--- src/rtl/vac_pkg.sv ---
package vac_pkg;

	localparam int CompWidth = 16;
	localparam int FracBits = 14;
	localparam int ProdWidth = 2 * CompWidth;
	// squared length: sum of three squares
	localparam int LenWidth = ProdWidth + 1;
	// dot product: signed sum of three products
	localparam int DotWidth = ProdWidth + 2;
	localparam int MagWidth = DotWidth - 1;
	// product of the two squared lengths
	localparam int RadWidth = 2 * LenWidth;
	localparam int RootWidth = LenWidth;
	// remainder of the root recurrence
	localparam int RemWidth = RootWidth + 2;
	// division remainder stays below the root, one extra bit for the doubling
	localparam int DivWidth = RootWidth + 1;
	localparam int OutWidth = FracBits + 2;

	typedef struct packed {
		logic                       valid;
		logic                       degen;
		logic                       neg;
		logic [MagWidth-1:0]        mag;
		logic [RadWidth-1:0]        rad;
		logic [RootWidth-1:0]       root;
		logic [RemWidth-1:0]        rem;
	} sqrt_tok_t;

	typedef struct packed {
		logic                       valid;
		logic                       degen;
		logic                       neg;
		logic                       sat;
		logic [RootWidth-1:0]       den;
		logic [DivWidth-1:0]        rem;
		logic [FracBits-1:0]        quot;
	} div_tok_t;

endpackage

--- src/rtl/vac_div_cell.sv ---
// one quotient bit of the restoring division per cell
module vac_div_cell (
	input  logic                clk,
	input  logic                arst_n,
	input  logic                en,
	input  vac_pkg::div_tok_t   tok_in,
	output vac_pkg::div_tok_t   tok_out
);

	logic [vac_pkg::DivWidth-1:0]  rem_sh;
	vac_pkg::div_tok_t             nxt;
	logic                          valid_q;
	vac_pkg::div_tok_t             tok_q;

	always_comb begin
		nxt = tok_in;
		rem_sh = {tok_in.rem[vac_pkg::DivWidth-2:0], 1'b0};
		if (rem_sh >= {1'b0, tok_in.den}) begin
			nxt.rem = rem_sh - {1'b0, tok_in.den};
			nxt.quot = {tok_in.quot[vac_pkg::FracBits-2:0], 1'b1};
		end else begin
			nxt.rem = rem_sh;
			nxt.quot = {tok_in.quot[vac_pkg::FracBits-2:0], 1'b0};
		end
	end

	always_ff @(posedge clk or negedge arst_n) begin
		if (!arst_n) begin
			valid_q <= 1'b0;
		end else if (en) begin
			valid_q <= tok_in.valid;
		end
	end

	always_ff @(posedge clk) begin
		if (en) begin
			tok_q <= nxt;
		end
	end

	// token to the next cell, valid bit from the reset register
	always_comb begin
		tok_out = tok_q;
		tok_out.valid = valid_q;
	end

endmodule

--- config.mk ---
export PLATFORM = sky130hd
export DESIGN_NAME = vac_div_cell
export DESIGN_NICKNAME = d
export VERILOG_FILES = /design/src/rtl/vac_pkg.sv /design/src/rtl/vac_div_cell.sv
export SDC_FILE = /design/constraint.sdc
export NUM_CORES = 1
export LEC_CHECK = 0
export BUFFER_PORTS_ARGS = -buffer_cell sky130_fd_sc_hd__clkbuf_2
export CORE_ASPECT_RATIO = 1.2
export CORE_MARGIN = 1.5
export CORE_UTILIZATION = 47
export DETAILED_ROUTE_END_ITERATION = 10
export MAX_ROUTING_LAYER = met4
export PLACE_DENSITY_LB_ADDON = 0.08
export SLEW_MARGIN = 20
export SYNTH_ARGS = -nofsm -noshare
export SYNTH_HDL_FRONTEND = slang
export SYNTH_SLANG_ARGS = --single-unit
--- constraint.sdc ---
create_clock -name clk -period 0.8 [get_ports clk]
set_input_delay 0.04 -clock clk [delete_from_list [all_inputs] [get_ports clk]]
set_output_delay 0.04 -clock clk [all_outputs]
set_load 0.005 [all_outputs]
---- Word level (Yosys, flattened, before mapping) ----
Cells that the tools add are included.
storage, ports and cells
  bits in registers ....................... 85
  output and inout bits ................... 85
  logic and storage cells ................. 11
operators by class
  add/sub/neg operators ................... 1
  $lt $le $gt $ge ......................... 1
  multiplexer cells ....................... 1
operators with widths
  kind                            count
  two-way mux 48 bit              1
  >= comparator 34 x 33 -> 1 bit  1
  subtractor 34 x 33 -> 34 bit    1

---- Depth between registers and ports, before layout ----
  depth in word-level cells ............... 2
  mapped depth ............................ 12
  mapped depth without buffers ............ 10

---- Worst setup path before layout ----
No wires, ideal clock.
  kind .................................... in2reg
  start point ............................. input tok_in[52] (netlist bit)
  end point ............................... register tok_q (netlist bit tok_out[21]), data pin
  library setup time ...................... 0.260 ns
  arrival ................................. 2.779 ns
  required time ........................... 0.540 ns
  path slack .............................. -2.240 ns
  cell stages on the path ................. 11
  path buffers ............................ 1
  cell sequence ........................... inv_1 ha_1 a21o_1 a21oi_4 a21boi_2 o2111ai_2 or3b_1 a31o_2 a2111oi_4 buf_6 mux2_4
RTL lines
  what                  line                text
  start, declared       vac_div_cell.sv:6   input vac_pkg::div_tok_t tok_in,
  end signal, assigned  vac_div_cell.sv:37  tok_q <= nxt;
  end, declared         vac_div_cell.sv:13  vac_pkg::div_tok_t tok_q;

==> metrics.md <==
| Metric | Value |
|---|---|
| Die ar. | `0.0118 mm²` |
| Clock buffer count from CTS | `9` |
| Num rows | `42` |
| Critical-path top delay cell | `or3b_4` |
| Synthesized area | `around 0.0053 mm²` |
| Root Driver | `clkbuf_16` |
| Routed length per instance | `15.2 µm` |
| Measured slew at the worst slew-check pin | `approximately 590 ps` |
| WHS | `-0.208 ps` |
| Worst vdd ir | `1.11 mV` |
| EDFF count, synth | `84` |
| Syn Inst Count | `458` |
| Final setup fails | `120` |
| Worst-Skew Late Latency | `~340 ps` |
| Die Ht | `about 120 µm` |
| H-tree depth | `3` |
| Final ANT Viol Nets | `0` |
| Async SR Flop Fraction | `roughly 1.2%` |
| Clock Sinks | `85` |
| Most frequent cells in the layout | `clkbuf_2, buf_4, edfxtp_1` |
| Max_cap viols | `0` |
| Core ar. | `0.0110 mm²` |
| Post-synthesis sequential area ratio | `roughly 48%` |
| Fin Clk Skew | `0 ps` |
| First-pass GRT wire length | `23700 µm` |
| Post-route setup TNS | `-69210 ps` |
| Clk pin slew, worst setup/hold paths | `~70 ps` |
| Worst path bufs/invs | `4` |
| Fin crit share | `332%` |
| Max transition margin | `60.3%` |
| First-pass DRT Iterations | `5` |
| Commonest non-fill, non-tap cell in the layout | `clkbuf_2` |
| First DRT Iteration DRCs | `roughly 250` |
| Initial antenna violation count | `0` |
| Outcome | `complete, but fails checks` |
| Synth-to-Final Area Change | `64.0%` |
| RSZ-0062 raised after global routing | `true` |
| Worst setup SP type | `primary input` |
| CP endpoint kind | `flip-flop` |
| Vias in the first global route | `5094` |
| CP required | `around 890 ps` |
| Die width | `approximately 100 µm` |
| Yosys cell types | `64` |
| RePlAce Congestion | `between 0.8 and 0.9` |
| Net Count, Synth | `580` |
| Failing checks | `negative hold slack, negative setup slack` |
| Vias per cell | `just over 5` |
| Layout cells sized above 1 | `between 40% and 50%` |
| Final Hold Viols | `1` |
| Multi-input gate area | `between 0.002 and 0.003 mm²` |
| Max Clock Freq | `377 MHz` |
| Crit path DAT | `roughly 2800 ps` |
| Synth Flop Type | `edfxtp_1` |
| Max FO, Critical Path | `5` |
| DRC viols | `0` |
| Global Route Usage Sum | `25.8%` |
| Min-delay worst type | `in -> async` |
| Final nets | `956` |
| Post-Layout Inst Area | `~0.0086 mm²` |
| Yosys warning count | `0` |
| Cell Pwr Density | `between 1500 and 2000 mW/mm²` |
| Critical path class | `in -> reg` |
| Largest net degree at the start of global routing | `30` |
| Largest stage delay, worst path | `roughly 400 ps` |
| Final wirelength | `between 10000 and 15000 µm` |
| Seq cells post-synth | `85` |
| Initial Util | `between 40% and 50%` |
| CTS tree | `done` |
| Clock buffer depth | `2` |
| Syn_area_per_cell | `11.5 µm²` |
| Congestion Overflow GR | `0` |
| Crit path depth | `13` |
| Placed wire-length estimate | `about 11000 µm` |
| Filler cell count in the final layout | `around 700` |
| Minimum clock period | `roughly 2700 ps` |
| N_diodes | `0` |
| FF+latch area | `around 0.0025 mm²` |
| Dpl cell area | `around 0.0076 mm²` |
| Vias | `between 4000 and 5000` |
| CP top delay family | `compound AO/OA/AOI/OAI gates` |
| Input/output buffers | `170` |
| Fin. max-slew vios | `0` |
| Final worst slack | `-1850 ps` |
| Critical path, cell by cell | `buf_8 > inv_4 > ha_4 > a21o_1 > a21oi_4 > a21boi_2 > o2111ai_2 > or3b_4 > a31o_4 > a2111oi_4 > buf_6 > clkbuf_16 > mux2_4` |
| Worst R2R Path Depth | `1` |
| IO Pins | `173` |
| Leak Pwr | `between 0.004 and 0.005 µW` |
==> layer usage <==
layer  track usage [%]  vias up  wire length [µm]
met5                 -        -                 0
met1              29.4     2281              5940
met4              6.95        0               184
met3              4.34       19               691
met2              46.7      142              7920
li1                  -     2452                 -
==> synthesized netlist by cell type, types with 4 or more instances <==
library cell,instances,share of area [%]
nand2_1,38,2.7
mux2_1,6,1.3
nand3_1,9,0.86
o21a_1,8,1.1
mux2_4,20,5.7
nor2_1,23,1.6
ha_1,33,7.9
nand4_1,4,0.48
a21oi_1,32,3.0
a21o_1,11,1.6
o31ai_1,6,0.86
o21ai_0,13,1.2
clkbuf_1,7,0.50
nor2b_1,5,0.59
inv_1,44,3.1
xor2_1,13,2.2
xnor2_1,14,2.3
edfxtp_1,84,48
mux2_2,7,1.5
nor3_1,14,1.3
==> stage by stage <==
stage | worst slack (ps) | std cells | util (%) | total power, µW
final | -1850 | 971 | 78.5 | 15200
after global routing | -1970 | 971 | 78.5 | 15900
after CTS | -1800 | 971 | 77.5 | 15200
after detailed placement | -2210 | 897 | 68.8 | 10200
after global placement | -2130 | 897 | 68.8 | 10100
after floorplan | -2080 | 458 | - | 8030
==> flip-flops by register name, indices dropped and copies added, names as in the netlist <==
register	count
valid_q	1
tok_out	84
==> report_power, final <==
| group | total [µW] | internal [µW] | switching, µW |
|---|---|---|---|
| clock network | 4600 | 2790 | 1820 |
| logic | 4960 | 2830 | 2130 |
| registers | 5650 | 5510 | 136 |
| total | 15200 | 11100 | 4080 |
==> final timing paths <==
kind | startpoint | to | slack (ps)
max | tok_in[52] | tok_out[33] | -1850
min | arst_n | valid_q | -0.2
max reg2reg | valid_q | valid_q | 50
min reg2reg | valid_q | valid_q | 520
max in group asynchronous | arst_n | valid_q | 720
min in group clk | tok_in[42] | tok_out[43] | 20
==> layout make-up <==
class,instances,share of cell area (%)
multi-input cells,315,31.3
clock buffers,9,2.61
clock inverters,7,1.19
repair buffers,379,31.3
inverters,44,2.12
flip-flops and latches,85,29.5
well taps,132,1.92
==> timing repair <==
| action | in CTS | in global routing |
|---|---|---|
| gates cloned | 2 | 1 |
| buffers inserted | 6 | 2 |
| setup endpoints to repair | 120 | 120 |
| gates resized for setup | 17 | 21 |
| hold buffers | 50 | 0 |
| pin swaps | 1 | 8 |
| hold endpoints to repair | 50 | 0 |
==> cells by family (layout without fill, tap and decap cells) <==
family                     count (synthesis)  count (layout)  share of synthesized area, %
muxes                                     34              34                          8.69
AOI/OAI and AO/OA                        114             114                          16.0
xor gates and xnor gates                  27              27                          4.50
buffers and inverters                     58             439                          4.71
DFF                                       85              85                          48.5
and+or+nand+nor                          106             106                          9.42
adders and majority gates                 34              34                          8.23
Power figures use the tool's default switching activity.
