File: src/rtl/vac_pkg.sv
package vac_pkg;

	localparam int CompWidth = 16;
	localparam int FracBits = 14;
	localparam int ProdWidth = 2 * CompWidth;
	// squared length: sum of three squares
	localparam int LenWidth = ProdWidth + 1;
	// dot product: signed sum of three products
	localparam int DotWidth = ProdWidth + 2;
	localparam int MagWidth = DotWidth - 1;
	// product of the two squared lengths
	localparam int RadWidth = 2 * LenWidth;
	localparam int RootWidth = LenWidth;
	// remainder of the root recurrence
	localparam int RemWidth = RootWidth + 2;
	// division remainder stays below the root, one extra bit for the doubling
	localparam int DivWidth = RootWidth + 1;
	localparam int OutWidth = FracBits + 2;

	typedef struct packed {
		logic                       valid;
		logic                       degen;
		logic                       neg;
		logic [MagWidth-1:0]        mag;
		logic [RadWidth-1:0]        rad;
		logic [RootWidth-1:0]       root;
		logic [RemWidth-1:0]        rem;
	} sqrt_tok_t;

	typedef struct packed {
		logic                       valid;
		logic                       degen;
		logic                       neg;
		logic                       sat;
		logic [RootWidth-1:0]       den;
		logic [DivWidth-1:0]        rem;
		logic [FracBits-1:0]        quot;
	} div_tok_t;

endpackage

File: src/rtl/vac_sqrt_cell.sv
// one bit of the restoring square root per cell
module vac_sqrt_cell (
	input  logic                 clk,
	input  logic                 arst_n,
	input  logic                 en,
	input  vac_pkg::sqrt_tok_t   tok_in,
	output vac_pkg::sqrt_tok_t   tok_out
);

	logic [vac_pkg::RemWidth-1:0]  rem_sh;
	logic [vac_pkg::RemWidth-1:0]  trial;
	vac_pkg::sqrt_tok_t            nxt;
	logic                          valid_q;
	vac_pkg::sqrt_tok_t            tok_q;

	// bring down the next two radicand bits and try root*4+1
	always_comb begin
		nxt = tok_in;
		rem_sh = {tok_in.rem[vac_pkg::RemWidth-3:0],
			tok_in.rad[vac_pkg::RadWidth-1 -: 2]};
		trial = {tok_in.root, 2'b01};
		nxt.rad = {tok_in.rad[vac_pkg::RadWidth-3:0], 2'b00};
		if (rem_sh >= trial) begin
			nxt.rem = rem_sh - trial;
			nxt.root = {tok_in.root[vac_pkg::RootWidth-2:0], 1'b1};
		end else begin
			nxt.rem = rem_sh;
			nxt.root = {tok_in.root[vac_pkg::RootWidth-2:0], 1'b0};
		end
	end

	always_ff @(posedge clk or negedge arst_n) begin
		if (!arst_n) begin
			valid_q <= 1'b0;
		end else if (en) begin
			valid_q <= tok_in.valid;
		end
	end

	always_ff @(posedge clk) begin
		if (en) begin
			tok_q <= nxt;
		end
	end

	// token to the next cell, valid bit from the reset register
	always_comb begin
		tok_out = tok_q;
		tok_out.valid = valid_q;
	end

endmodule

File: config.mk
export PLATFORM = sky130hd
export DESIGN_NAME = vac_sqrt_cell
export DESIGN_NICKNAME = d
export VERILOG_FILES = /design/src/rtl/vac_pkg.sv /design/src/rtl/vac_sqrt_cell.sv
export SDC_FILE = /design/constraint.sdc
export NUM_CORES = 1
export LEC_CHECK = 0
export BUFFER_PORTS_ARGS = -buffer_cell sky130_fd_sc_hd__buf_2
export CORE_ASPECT_RATIO = 1.2
export CORE_MARGIN = 5
export CORE_UTILIZATION = 47
export CTS_CLUSTER_SIZE = 12
export DETAILED_ROUTE_END_ITERATION = 6
export PLACE_DENSITY = 0.8
export SYNTH_ARGS = -nofsm -noshare
export SYNTH_HDL_FRONTEND = slang
export SYNTH_SLANG_ARGS = --single-unit
File: constraint.sdc
create_clock -name clk -period 0.9 [get_ports clk]
set_input_delay 0.225 -clock clk [delete_from_list [all_inputs] [get_ports clk]]
set_output_delay 0.225 -clock clk [all_outputs]
set_load 0.02 [all_outputs]
---- Word-level counts from Yosys, hierarchy flattened ----
Cells that the tools add are included.
storage, ports and cells
  logic and storage cells ................. 10
  output and inout port bits .............. 170
  bits in registers ....................... 168
  input bits .............................. 173
operators by class
  $add $sub $neg .......................... 1
  order comparisons ....................... 1
  mux-type cells .......................... 1
operator list
  operator              number
  2-to-1 mux 36 bit     1
  >= comparator 35 bit  1
  subtractor 35 bit     1

---- Depth between registers and ports, before layout ----
  depth in word-level cells ............... 2
  depth in mapped cells ................... 13
  mapped depth without buffers ............ 11

---- Least setup slack after synthesis ----
Ideal clock, no wire load.
  path kind ............................... input to register
  start ................................... in tok_in[36] in the netlist's numbering
  end ..................................... reg tok_q (netlist bit tok_out[29]), data pin
  path buffers ............................ 1
  library setup time ...................... 260 ps
  setup slack ............................. -2031 ps
  stages on the path ...................... 11
  arrival time ............................ 2671 ps
  cells stage by stage .................... inv_1 ha_1 o21a_1 o22ai_2 o31a_1 or3_1 a21oi_1 a311oi_1 o41ai_4 buf_6 mux2_2
RTL lines
  item                  RTL line             RTL
  start, declared       vac_sqrt_cell.sv:6   input vac_pkg::sqrt_tok_t tok_in,
  end signal, assigned  vac_sqrt_cell.sv:42  tok_q <= nxt;
  end, declared         vac_sqrt_cell.sv:14  vac_pkg::sqrt_tok_t tok_q;

==> impl_metrics.toml <==
[outcome]
status = "finished with violations"
violations = "setup timing"

[sta]
finalHoldViolCount = 0
slew_headroom = 0.667
rsz0062_at_grt = "true"
setup_tns_ns = -118.23
setup_slack_ns = -1.85
final_max_slew_viol_count = 0
worstMarginPinSlew_ns = 0.496
finalCriticalPeriod_ns = 2.75
setup_viol = 204
final.setup_skew_ns = 0
post-route-period-util = 3.06
max_freq_mhz = 363

[yosys]
yosys.cell_types.count = 50
synth_seq_area_share = 0.673
async_reset_ff_frac = 0.00595
netlist_area_um2 = 7490
synth_flop_cell = "edfxtp_1"
syn_area_per_cell_um2 = 13.7
synth-edff-count = 167
synthCells = 547
ys_seq_elements = 168
ys_warn_count = 0

[global_route]
antenna_found_initial = 3
grt_pass1_wl_mm = 51.9
grt_overflow = 0
grt_pass1_vias = 8201
grt_usage = 0.373
grt_max_degree = 38

[power]
power_density_nw_per_um2 = 1800
irDropWorstVdd_uv = 1450
cellLeakagePower_nw = 6.32

[cts]
worstSkewPairLatency_ns = 0.45
numCtsBuffers = 17
htree_levels = 4
clockBufferDepth = 2
clock-sinks = 168
cts_tree = "built"
path_clk_slew_ns = 0.09
cts-root-buf = "clkbuf_16"

[critical_path]
r2r_start = "valid_q"
required_ns = 1.10
critPathCaptureType = "flop"
critical_path_arrival_ns = 2.95
r2r_slack_ns = 0.07
reg2regPathDepth = 1
crit_fanout = 6
rr_endpoint = "valid_q"
crit_type = "in -> reg"
cp-start-kind = "primary input"

[min_path]
min_path_type = "in -> reg"
worstHoldPathCells = 2
hold_start = "tok_in[169]"
min_to = "valid_q"

[floorplanning]
rows = 50
io_pins = 343
die_h_um = 148
die_x_um = 125
die-area_um2 = 18600
start_util = 0.479
core_um2 = 15600

[final_layout]
nets = 1393
drive_gt1_frac = 0.535
nFillCells = 495
syn2layout_area_growth_pct = 89.9
final_area_um2 = 14200

[routing]
routedWlPerCell_um = 30.9
routed_wl_mm = 43.6
vias = 8783
drtIter0Drc = 1338
vias_per_cell = 6.23
antenna_left = 0
drc = 0
firstDrtPassIters = 6

[placement]
gp_congestion = 0.935
buffer_ports.inserted = 338
dp_hpwl_mm = 19.5
placed_cell_area_um2 = 10600

[run]
maxCapViolCount = 0
## area by class of cell
type	instances	area, µm²	area share
diodes	4	10.0	0.000704
clock buffers	17	425	0.0299
clock inverters	15	158	0.0111
inverters	42	168	0.0118
multi-input cells	320	2730	0.192
flip-flops and latches	168	5040	0.354
well taps	208	260	0.0183
repair buffers	636	5440	0.382
## critical path, stage by stage
cell      delay (ns)
buf_2           0.11
inv_1           0.09
ha_4            0.33
nand3_2         0.10
o31a_1          0.30
or3_4           0.42
a21oi_4         0.22
a311oi_4        0.15
buf_4           0.17
buf_4           0.15
o21bai_2        0.21
xor2_1          0.16
mux2_4          0.31
## cell usage after synthesis, drive strengths merged (2+ instances only)
| cell type | instances | share of area |
|---|---|---|
| nand2b | 3 | 0.0025 |
| a221o | 2 | 0.0027 |
| o31ai | 4 | 0.0040 |
| or3 | 2 | 0.0017 |
| nor3 | 8 | 0.0053 |
| nand4 | 6 | 0.0050 |
| nand3 | 12 | 0.0080 |
| and3 | 6 | 0.0050 |
| a31oi | 3 | 0.0025 |
| edfxtp | 167 | 0.67 |
| a2111oi | 2 | 0.0023 |
| o31a | 4 | 0.0047 |
| inv | 42 | 0.021 |
| nor2b | 8 | 0.0067 |
| nor2 | 45 | 0.023 |
| ha | 35 | 0.058 |
| o21a | 6 | 0.0060 |
| o21bai | 6 | 0.0060 |
| a21oi | 48 | 0.032 |
| clkbuf | 9 | 0.0045 |
| nand2 | 24 | 0.012 |
| and2 | 2 | 0.0017 |
| mux2 | 9 | 0.014 |
| a221oi | 2 | 0.0023 |
| a21o | 18 | 0.018 |
| o211ai | 2 | 0.0020 |
| o21ai | 13 | 0.0087 |
| buf | 9 | 0.0095 |
| xnor2 | 14 | 0.016 |
| a211oi | 5 | 0.0050 |
| xor2 | 14 | 0.016 |
## per-layer routing
layer  track usage  part of all wire  wire [µm]  vias to the layer above
met2         0.659              0.46      20000                     1040
met5             0           0.00034         15                        -
met4         0.169             0.093       4050                        2
met1         0.400              0.32      13700                     4079
li1              -                 -          -                     3323
met3         0.134              0.13       5780                      339
## how the worst max path moves through the flow
stage | from | endpoint | cells past startpoint
6_report | tok_in[40] | tok_out[31] | 13
5_1_grt | tok_in[40] | tok_out[31] | 13
4_1_cts | tok_in[35] | tok_out[4] | 13
3_5_place_dp | tok_in[36] | tok_out[4] | 12
3_3_place_gp | tok_in[36] | tok_out[4] | 12
2_1_floorplan | tok_in[36] | tok_out[29] | 11
## repair_timing
item / CTS / global route
gates resized for setup: 240 / 218
pin swaps: 9 / 16
endpoints found under the hold margin: 131 / 0
hold buffers: 131 / 0
cloned: 2 / 0
endpoints found under the setup margin: 204 / 204
setup buffers: 10 / 11
## placed cells by master (no fill, tap or decap), types with 6 or more instances in the layout
| cell | synthesis | final |
|---|---|---|
| dlygate4sd3_1 | 0 | 131 |
| xnor2_1 | 14 | 13 |
| a21oi_1 | 48 | 21 |
| nand4_1 | 6 | 6 |
| xor2_1 | 14 | 13 |
| inv_1 | 42 | 35 |
| clkbuf_16 | 0 | 17 |
| mux2_4 | 0 | 8 |
| buf_6 | 1 | 168 |
| nor2_2 | 0 | 19 |
| nor3_1 | 8 | 6 |
| buf_4 | 8 | 149 |
| and3_1 | 6 | 6 |
| buf_8 | 0 | 7 |
| nor2_1 | 45 | 24 |
| buf_2 | 0 | 174 |
| buf_12 | 0 | 7 |
| ha_4 | 0 | 11 |
| edfxtp_1 | 167 | 167 |
| a21o_1 | 18 | 18 |
| a21oi_2 | 0 | 24 |
| nand2_1 | 24 | 21 |
| nand3_1 | 12 | 10 |
| nor2b_1 | 8 | 7 |
| ha_1 | 35 | 23 |
## kinds of logic (layout without fill, tap and decap cells)
kind of cell	Yosys count	count (layout)	synth area share
AOI/OAI and AO/OA	124	124	0.110
xor gates and xnor gates	28	28	0.0327
adders and majority gates	35	35	0.0585
buffers and inverters	60	710	0.0351
DFF	168	168	0.673
muxes	10	10	0.0149
other	1	6	0.000501
and+or+nand+nor	121	121	0.0757
## state kept, by name, summed over array words and instances (netlist names)
name	flops
valid_q	1
tok_out	167
## metrics by stage
stage               worst slack (ns)  utilization  power [mW]  hold WS, ns  std cells
floorplan                      -1.93            -        12.4      -0.0706        548
global placement               -2.07        0.681        14.8       0.0106       1225
detailed placement             -2.12        0.681        14.9       0.0116       1225
CTS                            -1.56        0.860        23.4       0.0230       1399
global route                   -1.87        0.909        26.1       0.0279       1407
finish                         -1.85        0.910        25.6       0.0388       1410
## power by group
part	switching, mW	total, mW	internal [mW]	leakage (nW)
logic	4.14	7.93	3.79	4.39
clock network	3.98	7.70	3.72	0.282
registers	0.491	9.97	9.48	1.65
No activity file was read; power rests on OpenSTA's default activity.
